<file path="src/design/rwhp_pkg.sv">
`default_nettype none
package rwhp_pkg;

  localparam int POS_WIDTH_DEF = 40;
  localparam int CFG_W = 40;
  localparam int FB_W = 20;

  localparam logic [3:0] ST_OK         = 4'd0;
  localparam logic [3:0] ST_SMALL      = 4'd1;
  localparam logic [3:0] ST_NOTRIFF    = 4'd2;
  localparam logic [3:0] ST_NOTWAVE    = 4'd3;
  localparam logic [3:0] ST_FMTCORRUPT = 4'd4;
  localparam logic [3:0] ST_EXTSMALL   = 4'd5;
  localparam logic [3:0] ST_NOFMT      = 4'd6;
  localparam logic [3:0] ST_NODATA     = 4'd7;
  localparam logic [3:0] ST_ENCODING   = 4'd8;
  localparam logic [3:0] ST_FLOATBITS  = 4'd9;
  localparam logic [3:0] ST_PCMBITS    = 4'd10;
  localparam logic [3:0] ST_CHANNELS   = 4'd11;
  localparam logic [3:0] ST_RATE       = 4'd12;
  localparam logic [3:0] ST_HEADER     = 4'd13;
  localparam logic [3:0] ST_TOOLARGE   = 4'd14;

  localparam logic [31:0] MAGIC_RIFF = 32'h4646_4952;
  localparam logic [31:0] MAGIC_RF64 = 32'h3436_4652;
  localparam logic [31:0] MAGIC_WAVE = 32'h4556_4157;
  localparam logic [31:0] ID_DS64    = 32'h3436_7364;
  localparam logic [31:0] ID_FMT     = 32'h2074_6D66;
  localparam logic [31:0] ID_DATA    = 32'h6174_6164;
  localparam logic [31:0] SIZE_ESC   = 32'hFFFF_FFFF;
  localparam logic [15:0] TAG_EXT    = 16'hFFFE;
  localparam logic [15:0] TAG_PCM    = 16'd1;
  localparam logic [15:0] TAG_FLOAT  = 16'd3;

  localparam logic [1:0] KIND_NONE = 2'd0;
  localparam logic [1:0] KIND_FMT  = 2'd1;
  localparam logic [1:0] KIND_DATA = 2'd2;
  localparam logic [1:0] KIND_DS64 = 2'd3;

  localparam logic [1:0] REG_MAX_CH   = 2'd0;
  localparam logic [1:0] REG_MIN_RATE = 2'd1;
  localparam logic [1:0] REG_MAX_RATE = 2'd2;
  localparam logic [1:0] REG_LIMIT    = 2'd3;

  localparam logic [15:0] MAX_CH_RST   = 16'd64;
  localparam logic [31:0] MIN_RATE_RST = 32'd1;
  localparam logic [31:0] MAX_RATE_RST = 32'd768000;
  localparam logic [39:0] LIMIT_RST    = 40'd2000000000;

  typedef struct packed {
    logic byte_en;
    logic check_en;
    logic div_start;
    logic mul_en;
    logic load_out;
  } cmd_t;

  typedef struct packed {
    logic fin_ok;
    logic div_done;
  } stat_t;

endpackage
`default_nettype wire

</file>
<file path="src/design/rwhp_if.sv">
`default_nettype none
interface rwhp_in_if;
  logic       valid;
  logic       ready;
  logic [7:0] byte_value;
  logic       last_byte;
  modport source (output valid, output byte_value, output last_byte, input ready);
  modport sink (input valid, input byte_value, input last_byte, output ready);
endinterface

interface rwhp_out_if #(parameter int PW = 40);
  logic          valid;
  logic          ready;
  logic [3:0]    status;
  logic          is_float;
  logic          is_rf64;
  logic [15:0]   channel_count;
  logic [31:0]   sample_rate;
  logic [15:0]   bits_per_sample;
  logic [PW-1:0] data_offset;
  logic [PW-1:0] data_size;
  logic [PW-1:0] frame_count;
  modport source (output valid, output status, output is_float, output is_rf64,
                  output channel_count, output sample_rate, output bits_per_sample,
                  output data_offset, output data_size, output frame_count,
                  input ready);
  modport sink (input valid, input status, input is_float, input is_rf64,
                input channel_count, input sample_rate, input bits_per_sample,
                input data_offset, input data_size, input frame_count,
                output ready);
endinterface
`default_nettype wire

</file>
<file path="src/design/rwhp_div.sv">
`default_nettype none
module rwhp_div import rwhp_pkg::*; #(
  parameter int PW = POS_WIDTH_DEF
) (
  input  wire logic            clk,
  input  wire logic            rst,
  input  wire logic            start,
  input  wire logic [PW-1:0]   dividend,
  input  wire logic [FB_W-1:0] divisor,
  output logic      [PW-1:0]   quotient,
  output logic                 done
);
  localparam int CW = $clog2(PW + 1);

  logic [FB_W-1:0] rem;
  logic [FB_W-1:0] dvs;
  logic [CW-1:0]   cnt;
  logic            busy;
  logic [FB_W:0]   trial;

  assign trial = {rem, quotient[PW-1]};

  always_ff @(posedge clk) begin
    if (rst) begin
      busy <= 1'b0;
      done <= 1'b0;
      cnt  <= '0;
    end else begin
      done <= 1'b0;
      if (start) begin
        busy <= 1'b1;
        cnt  <= CW'(PW);
      end else if (busy) begin
        cnt <= cnt - 1'b1;
        if (cnt == CW'(1)) begin
          busy <= 1'b0;
          done <= 1'b1;
        end
      end
    end
  end

  // restoring divide, one quotient bit per cycle
  always_ff @(posedge clk) begin
    if (start) begin
      rem      <= '0;
      dvs      <= divisor;
      quotient <= dividend;
    end else if (busy) begin
      if (trial >= {1'b0, dvs}) begin
        rem      <= FB_W'(trial - {1'b0, dvs});
        quotient <= {quotient[PW-2:0], 1'b1};
      end else begin
        rem      <= trial[FB_W-1:0];
        quotient <= {quotient[PW-2:0], 1'b0};
      end
    end
  end
endmodule
`default_nettype wire

</file>
<file path="src/design/rwhp_dp.sv">
`default_nettype none
module rwhp_dp import rwhp_pkg::*; #(
  parameter int PW = POS_WIDTH_DEF
) (
  input  wire logic             clk,
  input  wire logic             rst,
  input  wire logic             cfg_we,
  input  wire logic [1:0]       cfg_index,
  input  wire logic [CFG_W-1:0] cfg_data,
  input  wire logic [7:0]       byte_value,
  input  wire cmd_t             cmd,
  output stat_t                 stat,
  output logic      [3:0]       o_status,
  output logic                  o_float,
  output logic                  o_rf64,
  output logic      [15:0]      o_ch,
  output logic      [31:0]      o_rate,
  output logic      [15:0]      o_bits,
  output logic      [PW-1:0]    o_offset,
  output logic      [PW-1:0]    o_size,
  output logic      [PW-1:0]    o_frames
);
  logic [15:0] max_ch;
  logic [31:0] min_rate, max_rate;
  logic [39:0] limit;

  logic [PW-1:0] pos, body_start, next_start, loc;
  logic [1:0]    kind;
  logic [31:0]   clen, coll, dlen;
  logic          rf64, pending, seen_fmt, seen_data;
  logic [3:0]    err;
  logic [15:0]   sh_tag, sh_ch, sh_bits, sh_sub;
  logic [31:0]   sh_rate, sh_dslow;
  logic [15:0]   f_tag, f_ch, f_bits, sub_fmt;
  logic [31:0]   f_rate;
  logic [63:0]   ext;

  logic [31:0]   coll_new;
  logic [PW-1:0] hd, bo, hdr_body, pos_inc;

  assign coll_new = {byte_value, coll[31:8]};
  assign hd       = pos - next_start;
  assign bo       = pos - body_start;
  assign hdr_body = next_start + PW'(8);
  assign pos_inc  = pos + 1'b1;

  always_ff @(posedge clk) begin
    if (rst) begin
      max_ch   <= MAX_CH_RST;
      min_rate <= MIN_RATE_RST;
      max_rate <= MAX_RATE_RST;
      limit    <= LIMIT_RST;
    end else if (cfg_we) begin
      unique case (cfg_index)
        REG_MAX_CH:   max_ch   <= cfg_data[15:0];
        REG_MIN_RATE: min_rate <= cfg_data[31:0];
        REG_MAX_RATE: max_rate <= cfg_data[31:0];
        REG_LIMIT:    limit    <= cfg_data[39:0];
        default: ;
      endcase
    end
  end

  always_ff @(posedge clk) begin
    if (rst || cmd.load_out) begin
      pos        <= '0;
      body_start <= PW'(4);
      next_start <= PW'(12);
      kind       <= KIND_NONE;
      clen       <= '0;
      coll       <= '0;
      rf64       <= 1'b0;
      pending    <= 1'b0;
      seen_fmt   <= 1'b0;
      seen_data  <= 1'b0;
      err        <= ST_OK;
      sh_tag     <= '0;
      sh_ch      <= '0;
      sh_rate    <= '0;
      sh_bits    <= '0;
      sh_sub     <= '0;
      sh_dslow   <= '0;
      f_tag      <= '0;
      f_ch       <= '0;
      f_rate     <= '0;
      f_bits     <= '0;
      sub_fmt    <= '0;
      ext        <= '0;
      loc        <= '0;
      dlen       <= '0;
    end else if (cmd.byte_en) begin
      coll <= coll_new;
      pos  <= pos_inc;
      if (pos == PW'(3)) begin
        if (coll_new == MAGIC_RF64) rf64 <= 1'b1;
        else if (coll_new != MAGIC_RIFF && err == ST_OK) err <= ST_NOTRIFF;
      end else if (pos == PW'(11)) begin
        if (coll_new != MAGIC_WAVE && err == ST_OK) err <= ST_NOTWAVE;
      end
      if (pos >= PW'(12)) begin
        if (pos >= next_start) begin
          if (hd == PW'(3)) begin
            if (coll_new == ID_FMT) kind <= KIND_FMT;
            else if (coll_new == ID_DATA) kind <= KIND_DATA;
            else if (coll_new == ID_DS64 && rf64) kind <= KIND_DS64;
            else kind <= KIND_NONE;
          end else if (hd == PW'(7)) begin
            clen       <= coll_new;
            body_start <= hdr_body;
            next_start <= hdr_body + PW'(coll_new) + PW'(coll_new[0]);
            if (kind == KIND_DATA) begin
              loc       <= hdr_body;
              dlen      <= coll_new;
              seen_data <= 1'b1;
            end else if (kind == KIND_FMT) begin
              if (coll_new < 32'd16) begin
                if (err == ST_OK) err <= ST_FMTCORRUPT;
              end else begin
                pending <= 1'b1;
              end
            end
          end
        end else if (pos >= body_start && kind != KIND_NONE) begin
          if (kind == KIND_FMT && pending) begin
            if (bo == PW'(1)) sh_tag <= coll_new[31:16];
            else if (bo == PW'(3)) sh_ch <= coll_new[31:16];
            else if (bo == PW'(7)) sh_rate <= coll_new;
            else if (bo == PW'(15)) begin
              sh_bits <= coll_new[31:16];
              if (sh_tag != TAG_EXT) begin
                f_tag    <= sh_tag;
                f_ch     <= sh_ch;
                f_rate   <= sh_rate;
                f_bits   <= coll_new[31:16];
                seen_fmt <= 1'b1;
                pending  <= 1'b0;
              end else if (clen < 32'd40) begin
                if (err == ST_OK) err <= ST_EXTSMALL;
                pending <= 1'b0;
              end
            end else if (bo == PW'(25)) sh_sub <= coll_new[31:16];
            else if (bo == PW'(39)) begin
              f_tag    <= sh_tag;
              f_ch     <= sh_ch;
              f_rate   <= sh_rate;
              f_bits   <= sh_bits;
              seen_fmt <= 1'b1;
              pending  <= 1'b0;
              sub_fmt  <= sh_sub;
            end
          end else if (kind == KIND_DS64 && clen >= 32'd16) begin
            if (bo == PW'(11)) sh_dslow <= coll_new;
            else if (bo == PW'(15)) ext <= {coll_new, sh_dslow};
          end
        end
      end
    end
  end

  // end-of-file checks, captured once after the last byte
  logic [PW:0]    bs16;
  logic [15:0]    tag_eff;
  logic           flt;
  logic [63:0]    ds_sel;
  logic [PW-1:0]  avail, ds_clamp;
  logic [FB_W-1:0] fb;
  logic [3:0]     chk;

  assign bs16     = {1'b0, body_start} + (PW+1)'(16);
  assign tag_eff  = (f_tag == TAG_EXT) ? sub_fmt : f_tag;
  assign flt      = (tag_eff == TAG_FLOAT);
  assign ds_sel   = (rf64 && dlen == SIZE_ESC) ? ext : 64'(dlen);
  assign avail    = pos - loc;
  assign ds_clamp = (ds_sel > 64'(avail)) ? avail : PW'(ds_sel);
  assign fb       = FB_W'(f_ch * f_bits[6:3]);

  always_comb begin
    chk = ST_OK;
    if (pos < PW'(12)) chk = ST_SMALL;
    else if (err != ST_OK) chk = err;
    else if (pending) chk = ({1'b0, pos} < bs16) ? ST_FMTCORRUPT : ST_EXTSMALL;
    else if (!seen_fmt) chk = ST_NOFMT;
    else if (!seen_data) chk = ST_NODATA;
    else if (tag_eff != TAG_PCM && tag_eff != TAG_FLOAT) chk = ST_ENCODING;
    else if (flt && f_bits != 16'd32 && f_bits != 16'd64) chk = ST_FLOATBITS;
    else if (!flt && f_bits != 16'd8 && f_bits != 16'd16 && f_bits != 16'd24 &&
             f_bits != 16'd32) chk = ST_PCMBITS;
    else if (f_ch == 16'd0 || f_ch > max_ch) chk = ST_CHANNELS;
    else if (f_rate < min_rate || f_rate > max_rate) chk = ST_RATE;
    else if (fb == '0) chk = ST_HEADER;
  end

  logic [3:0]      fin_status;
  logic [PW-1:0]   fin_ds;
  logic [FB_W-1:0] fin_fb;
  logic            fin_flt;
  logic [PW-1:0]   quo;
  logic            div_done;
  logic [PW+15:0]  prod;

  always_ff @(posedge clk) begin
    if (cmd.check_en) begin
      fin_status <= chk;
      fin_ds     <= ds_clamp;
      fin_fb     <= fb;
      fin_flt    <= flt;
    end
    if (cmd.mul_en) prod <= quo * f_ch;
  end

  rwhp_div #(.PW(PW)) u_div (
    .clk      (clk),
    .rst      (rst),
    .start    (cmd.div_start),
    .dividend (fin_ds),
    .divisor  (fin_fb),
    .quotient (quo),
    .done     (div_done)
  );

  assign stat.fin_ok   = (fin_status == ST_OK);
  assign stat.div_done = div_done;

  logic [3:0] final_st;
  logic       good;
  always_comb begin
    if (fin_status != ST_OK) final_st = fin_status;
    else if (prod > (PW+16)'(limit)) final_st = ST_TOOLARGE;
    else final_st = ST_OK;
  end
  assign good = (final_st == ST_OK);

  always_ff @(posedge clk) begin
    if (cmd.load_out) begin
      o_status <= final_st;
      o_float  <= good & fin_flt;
      o_rf64   <= good & rf64;
      o_ch     <= good ? f_ch : '0;
      o_rate   <= good ? f_rate : '0;
      o_bits   <= good ? f_bits : '0;
      o_offset <= good ? loc : '0;
      o_size   <= good ? fin_ds : '0;
      o_frames <= good ? quo : '0;
    end
  end
endmodule
`default_nettype wire

</file>
<file path="src/design/rwhp_ctrl.sv">
`default_nettype none
module rwhp_ctrl import rwhp_pkg::*; (
  input  wire logic  clk,
  input  wire logic  rst,
  input  wire logic  in_valid,
  input  wire logic  in_last,
  output logic       in_ready,
  output logic       out_valid,
  input  wire logic  out_ready,
  input  wire stat_t stat,
  output cmd_t       cmd
);
  localparam logic [2:0] S_RUN   = 3'd0;
  localparam logic [2:0] S_CHECK = 3'd1;
  localparam logic [2:0] S_EVAL  = 3'd2;
  localparam logic [2:0] S_DIV   = 3'd3;
  localparam logic [2:0] S_MUL   = 3'd4;
  localparam logic [2:0] S_DONE  = 3'd5;

  logic [2:0] state, state_next;

  always_comb begin
    state_next = state;
    cmd        = '0;
    in_ready   = 1'b0;
    unique case (state)
      S_RUN: begin
        in_ready    = 1'b1;
        cmd.byte_en = in_valid;
        if (in_valid && in_last) state_next = S_CHECK;
      end
      S_CHECK: begin
        cmd.check_en = 1'b1;
        state_next   = S_EVAL;
      end
      S_EVAL: begin
        if (stat.fin_ok) begin
          cmd.div_start = 1'b1;
          state_next    = S_DIV;
        end else begin
          state_next = S_DONE;
        end
      end
      S_DIV: begin
        if (stat.div_done) state_next = S_MUL;
      end
      S_MUL: begin
        cmd.mul_en = 1'b1;
        state_next = S_DONE;
      end
      S_DONE: begin
        if (!out_valid || out_ready) begin
          cmd.load_out = 1'b1;
          state_next   = S_RUN;
        end
      end
      default: state_next = S_RUN;
    endcase
  end

  always_ff @(posedge clk) begin
    if (rst) begin
      state     <= S_RUN;
      out_valid <= 1'b0;
    end else begin
      state <= state_next;
      if (cmd.load_out) out_valid <= 1'b1;
      else if (out_ready) out_valid <= 1'b0;
    end
  end

  a_load_slot_free: assert property (@(posedge clk) disable iff (rst)
    cmd.load_out |-> (!out_valid || out_ready))
    else $error("result loaded over a pending one");
  a_done_in_div: assert property (@(posedge clk) disable iff (rst)
    stat.div_done |-> (state == S_DIV))
    else $error("divider finished outside the divide step");
  a_last_stops_input: assert property (@(posedge clk) disable iff (rst)
    (in_valid && in_ready && in_last) |=> !in_ready)
    else $error("input taken right after the last byte");
  a_load_valid: assert property (@(posedge clk) disable iff (rst)
    cmd.load_out |=> out_valid)
    else $error("loaded result not presented");
endmodule
`default_nettype wire

</file>
<file path="src/design/riff_wave_header_parser_unit.sv">
// bytes are taken at one per cycle while a file streams in
// a clean file's result goes through check, evaluate, restoring divide, multiply and load;
// a file with an error goes from check and evaluate straight to load
// no byte is taken from the last byte until the result is loaded into the output register
// synchronous reset clears the parse state and restores the register defaults
`default_nettype none
module riff_wave_header_parser_unit import rwhp_pkg::*; #(
  parameter int POS_WIDTH = POS_WIDTH_DEF
) (
  input  wire logic             clk,
  input  wire logic             rst,
  rwhp_in_if.sink               byte_in,
  rwhp_out_if.source            result_out,
  input  wire logic             cfg_we,
  input  wire logic [1:0]       cfg_index,
  input  wire logic [CFG_W-1:0] cfg_data
);
  cmd_t  cmd;
  stat_t stat;

  rwhp_ctrl u_ctrl (
    .clk       (clk),
    .rst       (rst),
    .in_valid  (byte_in.valid),
    .in_last   (byte_in.last_byte),
    .in_ready  (byte_in.ready),
    .out_valid (result_out.valid),
    .out_ready (result_out.ready),
    .stat      (stat),
    .cmd       (cmd)
  );

  rwhp_dp #(.PW(POS_WIDTH)) u_dp (
    .clk        (clk),
    .rst        (rst),
    .cfg_we     (cfg_we),
    .cfg_index  (cfg_index),
    .cfg_data   (cfg_data),
    .byte_value (byte_in.byte_value),
    .cmd        (cmd),
    .stat       (stat),
    .o_status   (result_out.status),
    .o_float    (result_out.is_float),
    .o_rf64     (result_out.is_rf64),
    .o_ch       (result_out.channel_count),
    .o_rate     (result_out.sample_rate),
    .o_bits     (result_out.bits_per_sample),
    .o_offset   (result_out.data_offset),
    .o_size     (result_out.data_size),
    .o_frames   (result_out.frame_count)
  );
endmodule
`default_nettype wire

</file>
<file path="src/flat_wrapper.sv">
// flat-port wrapper written by rule: the top's interface ports become plain ports
module riff_wave_header_parser_unit_flat import rwhp_pkg::*;
#(
  parameter int POS_WIDTH = POS_WIDTH_DEF
)
  (clk, rst, cfg_we, cfg_index, cfg_data, byte_in_valid, byte_in_byte_value, byte_in_last_byte, byte_in_ready, result_out_valid, result_out_status, result_out_is_float, result_out_is_rf64, result_out_channel_count, result_out_sample_rate, result_out_bits_per_sample, result_out_data_offset, result_out_data_size, result_out_frame_count, result_out_ready);
  rwhp_in_if byte_in_i ();
  rwhp_out_if #(.PW(POS_WIDTH_DEF)) result_out_i ();
  input  wire logic clk;
  input  wire logic rst;
  input  wire logic cfg_we;
  input  wire logic [1:0] cfg_index;
  input  wire logic [CFG_W-1:0] cfg_data;
  input wire logic [$bits(byte_in_i.valid)-1:0] byte_in_valid;
  input wire logic [$bits(byte_in_i.byte_value)-1:0] byte_in_byte_value;
  input wire logic [$bits(byte_in_i.last_byte)-1:0] byte_in_last_byte;
  output wire logic [$bits(byte_in_i.ready)-1:0] byte_in_ready;
  output wire logic [$bits(result_out_i.valid)-1:0] result_out_valid;
  output wire logic [$bits(result_out_i.status)-1:0] result_out_status;
  output wire logic [$bits(result_out_i.is_float)-1:0] result_out_is_float;
  output wire logic [$bits(result_out_i.is_rf64)-1:0] result_out_is_rf64;
  output wire logic [$bits(result_out_i.channel_count)-1:0] result_out_channel_count;
  output wire logic [$bits(result_out_i.sample_rate)-1:0] result_out_sample_rate;
  output wire logic [$bits(result_out_i.bits_per_sample)-1:0] result_out_bits_per_sample;
  output wire logic [$bits(result_out_i.data_offset)-1:0] result_out_data_offset;
  output wire logic [$bits(result_out_i.data_size)-1:0] result_out_data_size;
  output wire logic [$bits(result_out_i.frame_count)-1:0] result_out_frame_count;
  input wire logic [$bits(result_out_i.ready)-1:0] result_out_ready;
  assign byte_in_i.valid = byte_in_valid;
  assign byte_in_i.byte_value = byte_in_byte_value;
  assign byte_in_i.last_byte = byte_in_last_byte;
  assign byte_in_ready = byte_in_i.ready;
  assign result_out_valid = result_out_i.valid;
  assign result_out_status = result_out_i.status;
  assign result_out_is_float = result_out_i.is_float;
  assign result_out_is_rf64 = result_out_i.is_rf64;
  assign result_out_channel_count = result_out_i.channel_count;
  assign result_out_sample_rate = result_out_i.sample_rate;
  assign result_out_bits_per_sample = result_out_i.bits_per_sample;
  assign result_out_data_offset = result_out_i.data_offset;
  assign result_out_data_size = result_out_i.data_size;
  assign result_out_frame_count = result_out_i.frame_count;
  assign result_out_i.ready = result_out_ready;
  riff_wave_header_parser_unit #(.POS_WIDTH(POS_WIDTH)) u_core (.clk(clk), .rst(rst), .byte_in(byte_in_i), .result_out(result_out_i), .cfg_we(cfg_we), .cfg_index(cfg_index), .cfg_data(cfg_data));
endmodule
</file>
<file path="config.mk">
export PLATFORM = sky130hd
export DESIGN_NAME = riff_wave_header_parser_unit_flat
export DESIGN_NICKNAME = d
export VERILOG_FILES = /design/src/design/rwhp_pkg.sv /design/src/design/rwhp_if.sv /design/src/design/rwhp_div.sv /design/src/design/rwhp_dp.sv /design/src/design/rwhp_ctrl.sv /design/src/design/riff_wave_header_parser_unit.sv /design/src/flat_wrapper.sv
export SDC_FILE = /design/constraint.sdc
export NUM_CORES = 2
export LEC_CHECK = 0
export BUFFER_PORTS_ARGS = -buffer_cell sky130_fd_sc_hd__buf_2
export CAP_MARGIN = 20
export CORE_UTILIZATION = 65
export CTS_CLUSTER_DIAMETER = 60
export DETAILED_ROUTE_END_ITERATION = 8
export GPL_TIMING_DRIVEN = 1
export PLACE_DENSITY = 0.93
export SLEW_MARGIN = 20
export SYNTH_ARGS = -nofsm -noshare
export SYNTH_HDL_FRONTEND = slang
export SYNTH_SLANG_ARGS = --single-unit
</file>
<file path="constraint.sdc">
create_clock -name clk -period 23.5 [get_ports clk]
set_input_delay 4.7 -clock clk [delete_from_list [all_inputs] [get_ports clk]]
set_output_delay 4.7 -clock clk [all_outputs]
set_load 0.01 [all_outputs]
</file>
# Word-level counts from Yosys, hierarchy flattened

Index checks and enable logic that the tools add are counted.

Bits in registers: 1,077
Input bits: 56
Output and inout bits: 192
Word-level logic and storage cells: 305

$add $sub $neg: 10
Multiply operators: 2
Order comparisons: 14
Equality and inequality tests: 55
Multiplexer cells: 102
Bitwise gates (word level): 12
Reductions and logical operators: 58

Operator list:

| kind                                            | count |
|---|---|
| two-way mux 16 bit                              | 13 |
| two-way mux 4 bit                               | 34 |
| two-way mux 32 bit                              | 4 |
| == test 40 x 2 -> 1 bit, second input constant  | 3 |
| == test 40 x 4 -> 1 bit, second input constant  | 3 |
| two-way mux 40 bit                              | 3 |
| subtractor 40 bit                               | 3 |
| == test 32 x 30 -> 1 bit, second input constant | 3 |
| == test 40 x 3 -> 1 bit, second input constant  | 2 |
| greater-or-equal comparator 40 bit              | 2 |
| greater-than comparator 64 x 40 -> 1 bit        | 1 |
| two-way mux 64 bit                              | 1 |
| != test 32 x 31 -> 1 bit, second input constant | 2 |
| greater-than comparator 56 x 40 -> 1 bit        | 1 |
| multiplier 40 x 16 -> 56 bit                    | 1 |
| adder 40 x 5 -> 41 bit, second input constant   | 1 |
| < comparator 40 x 41 -> 1 bit                   | 1 |
| adder 40 x 1 -> 40 bit                          | 1 |
| adder 40 x 1 -> 40 bit, second input constant   | 1 |
| adder 40 x 32 -> 40 bit                         | 1 |
| adder 40 x 4 -> 40 bit, second input constant   | 1 |
| == test 40 x 1 -> 1 bit, second input constant  | 1 |
| == test 40 x 5 -> 1 bit, second input constant  | 1 |
| == test 40 x 6 -> 1 bit, second input constant  | 1 |
| other kinds (65)                                | 168 |

# Logic depth before layout (Yosys ltp)

Depth in word-level cells: 16
Gate-level depth with buffers: 31
Gate-level depth less buffers: 30

# Modules after synthesis

Synthesis repeated with hierarchy kept, for this count alone.

Cell total of the unflattened synthesis: 8,874
Area, all modules: 79,269.8 um^2

Modules (own cells, without submodules):

| module    | instances | cells an instance | area each (um^2) | sequential area each (um^2) |
|---|---|---|---|---|
| rwhp_dp   | 1         | 8,417             | 74,273.7         | 22,611.7 |
| rwhp_div  | 1         | 423               | 4,718.3          | 2,362.3 |
| rwhp_ctrl | 1         | 34                | 277.8            | 80.1 |

# Worst setup path before layout

No wires, ideal clock.

Path type: input -> register
Start: input result_out_ready
End: register u_core.u_dp.body_start[0]
Library setup time: 0.128 ns
Arrival time: 14.734 ns
Data required time: 23.372 ns
Slack: 8.639 ns
Cell stages on the path: 9
Buffers on the path: 4
Path through: nand2b_1 -> nand2_1 -> nor2_1 -> or2_2 -> clkbuf_1 -> clkbuf_1 -> clkbuf_1 -> clkbuf_1 -> nor2_1

RTL lines:

| item                 | line               | source |
|---|---|---|
| start, declared      | flat_wrapper.sv:28 | `input wire logic [$bits(result_out_i.ready)-1:0] result_out_ready;` |
| end signal, assigned | rwhp_dp.sv:109     | `body_start <= hdr_body;` |
| end, declared        | rwhp_dp.sv:27      | `logic [PW-1:0] pos, body_start, next_start, loc;` |

# Worst setup path in the final report

Start: register u_core.u_dp.f_ch[5]
End: register u_core.u_dp.prod[54], data pin

Word-level cells in the longest chain between the ends: 1

Ends and longest elaborated chain:

| item                         | line           | source |
|---|---|---|
| start, declared              | rwhp_dp.sv:34  | `logic [15:0] f_tag, f_ch, f_bits, sub_fmt;` |
| start signal, assigned       | rwhp_dp.sv:132 | `f_ch <= sh_ch;` |
| start signal, assigned       | rwhp_dp.sv:144 | `f_ch <= sh_ch;` |
| multiplier 40 x 16 -> 56 bit | rwhp_dp.sv:208 | `if (cmd.mul_en) prod <= quo * f_ch;` |
| end signal, assigned         | rwhp_dp.sv:208 |  |
| end, declared                | rwhp_dp.sv:199 | `logic [PW+15:0] prod;` |

Every way passes these cells.
A chain may end at the register's enable or synchronous reset.

==> reports/metrics.yaml <==
crit_path_max_fanout: 30
final-hold-violation-count: 0
num-fill-cells: 8222
finalPower_w: 0.00405
grt_usage: 0.419
fin_area_um2: 84200
worst-setup-path-type: "flop to flop"
antenna_found_initial: 17
dr_total_vias: 68200
critPathLaunchType: "flop"
endpoint_kind: "flop"
final_max_slew_viol_count: 0
tightest_slew_ps: 1210
clk_pin_slew_ps: 60
fin_crit_sh: 0.378
core-area_um2: 120000
ant_nets: 0
cts_made_buffers: 113
max_cap_viol_count: 0
synth_edf_count: 371
cts_tree: "done"
synthFlopType: "dfxtp_1"
first_global_vias: 69500
dieArea_um2: 122000
avgSynthCellArea_um2: 8.92
port_buffers: 247
status: "finished, violations left"
fp-row-count: 127
finalNetCount: 9917
crit_buf_inv: 5
cts_resized: 0
drtIter0Drc: 8263
holdCritPathClass: "flop to flop"
vias_per_cell: 6.50
postCtsSetupRepairBufs: 0
path_delay_family: "adder cells"
ys_seq_elements: 1066
yosys-top-cells-area: "dfxtp_1 18%, fa_1 14%, edfxtp_1 14%"
fin_skew_ps: 99.4
yosys.area.top_type_share: 0.177
syn2layout_area_growth_pct: 7.31
drc: 1
cts_hold_buf: 0
timing.hold.ws_ps: 413
rsz0062_at_grt: "no"
ys_seq_area_frac: 0.319
path_common_cell: "fa_1"
mappedNetlistArea_um2: 78500
yosysTopAreaCell: "dfxtp_1"
synth_cells: 8798
worst_ep_arrival_time_ps: 9390
async_flop_share: 0
drive_gt1_frac: 0.0709
drt-wirelength-per-cell_um: 24.5
fin_setup_tns_ps: 0
grt_pass1_wl_mm: 392
dr.pass1.iters: 9
ctsHtreeMaxLevel: 3
cts.path.max_buffers: 3
max_freq_mhz: 113
crit_required_ps: 24010
p_per_area_nw_per_um2: 48.1
die-height_um: 349
violations: "DRC"
wirelength_mm: 257
gp_congestion: 1.03
die_x_um: 349
place_area_um2: 80400
hpwl_mm: 178
clk_latency_ps: 780
finalCriticalPeriod_ps: 8880
ir_drop_v: 0.0000663
setup_viol_count_final: 0
start_util: 0.655
slowest_delay_ps: 690
clock-sinks: 1066
cellLeakagePower_nw: 38.5
grt-ovfl-total: 0
num_io_pins: 248
slew_headroom: 0.187
synth.net_count: 9942
cp_slowest_cell: "dfxtp_2"
grt_start_max_net_pins: 230
clockRootBuffer: "clkbuf_16"
yosys_warnings: 0
ys_types: 98
kinds of logic (layout without fill, tap and decap cells):
group / Yosys count / in the layout / share of synthesized area
AO/OA/AOI/OAI: 1291 / 1291 / 0.102
other: 0 / 10 / 0
adder cells (fa/ha/maj): 1088 / 1088 / 0.227
flip-flops: 1066 / 1066 / 0.319
buffers and inverters: 1458 / 1531 / 0.0741
multiplexers: 420 / 420 / 0.0539
XOR/XNOR: 281 / 281 / 0.0314
AND/OR/NAND/NOR: 3194 / 3194 / 0.192
worst reg2reg max path: cells and delay by family (launching register included):
kind	cells	cell delay (ps)
compound gates	11	3050
fa+ha+maj	7	3310
buf+inv	5	790
flops	1	690
xor+xnor	1	100
simple gates	2	690
per-stage QoR:
step            util  setup WS, ps  instances
2_1_floorplan      -          8640       8798
3_3_place_gp   0.671         14770      10300
3_5_place_dp   0.671         14660      10300
4_1_cts        0.703         14900      10500
5_1_grt        0.703         14410      10500
6_report       0.703         14620      10500
Yosys cell counts (all sizes together), types with 35 or more instances:
library cell and count:
edfxtp 371, or3 37, fa 563, nor2b 63, o21a 60, nor4 78, buf 99, nand4 128
a211o 35, and2 266, o21ai 247, nor3 80, a21o 157, mux2i 401, dfxtp 695, xor2 91
nand2b 80, nor2 662, clkbuf 381, a21oi 529, xnor2 190, ha 525, nand2 1334, nand3 107
inv 978, and3 230
flip-flops by register name, indices dropped and copies added (netlist names), 40 cells and up:
signal,cells
u_core.u_dp.loc,40
u_core.u_dp.next_start,40
u_core.u_dp.pos,40
u_core.u_dp.o_offset,40
u_core.u_dp.ext,64
u_core.u_dp.fin_ds,40
u_core.u_dp.prod,56
u_core.u_dp.limit,40
u_core.u_dp.body_start,40
u_core.u_dp.o_size,40
u_core.u_dp.u_div.quotient,40
u_core.u_dp.o_frames,40
routing by layer:
metal	part of all wire	vias to the layer above	GRT usage	routed length, um
met5	0.00025	-	0	64
met2	0.44	4956	0.654	113000
li1	-	29200	-	-
met1	0.33	32300	0.479	85200
met4	0.11	10	0.368	27000
met3	0.12	1703	0.107	31000
final timing paths:
check / startpoint / end / slack, ps / cells after the start
worst max register to register: u_core.u_dp.f_ch[5] / u_core.u_dp.prod[54] / 14620 / 26
worst min-delay path: u_core.u_dp.fin_fb[14] / u_core.u_dp.u_div.dvs[14] / 410 / 0
worst min register to register: u_core.u_dp.fin_fb[14] / u_core.u_dp.u_div.dvs[14] / 410 / 0
worst max-delay path: u_core.u_dp.f_ch[5] / u_core.u_dp.prod[54] / 14620 / 26
layout by cell type (no fill, tap or decap), drive strengths merged, types with 15 or more instances in the layout:
cell type / count
a2111oi: 19
a211o: 35
a211oi: 27
a21boi: 19
a21o: 157
a21oi: 529
a31oi: 23
and2: 266
and3: 230
buf: 340
clkbuf: 159
clkinv: 29
dfxtp: 695
edfxtp: 371
fa: 563
ha: 525
inv: 993
mux2: 19
mux2i: 401
nand2: 1334
nand2b: 80
nand3: 107
nand3b: 19
nand4: 128
nor2: 662
nor2b: 63
nor3: 80
nor3b: 18
nor4: 78
o2111ai: 15
o211ai: 21
o21a: 60
o21ai: 247
o21bai: 26
o31ai: 20
or2: 24
or3: 37
or4: 18
xnor2: 190
xor2: 91
report_power, final:
part / total (W) / leakage [nW] / switching (W) / internal, W
registers: 0.00196 / 9.37 / 0.0000297 / 0.00193
logic: 0.000284 / 27.3 / 0.000191 / 0.0000934
clock network: 0.00181 / 1.81 / 0.000822 / 0.000987
layout make-up:
cell class,instances,area (um2),area share
multi-input combinational,6274,47700,0.567
sequential,1066,25100,0.298
inverter,978,3670,0.0436
clock buffer,159,3160,0.0375
tap,1612,2020,0.0239
timing repair buffer,340,1980,0.0235
clock inverter,54,578,0.00686
antenna,10,25.0,0.000297
Power figures use the tool's default switching activity.
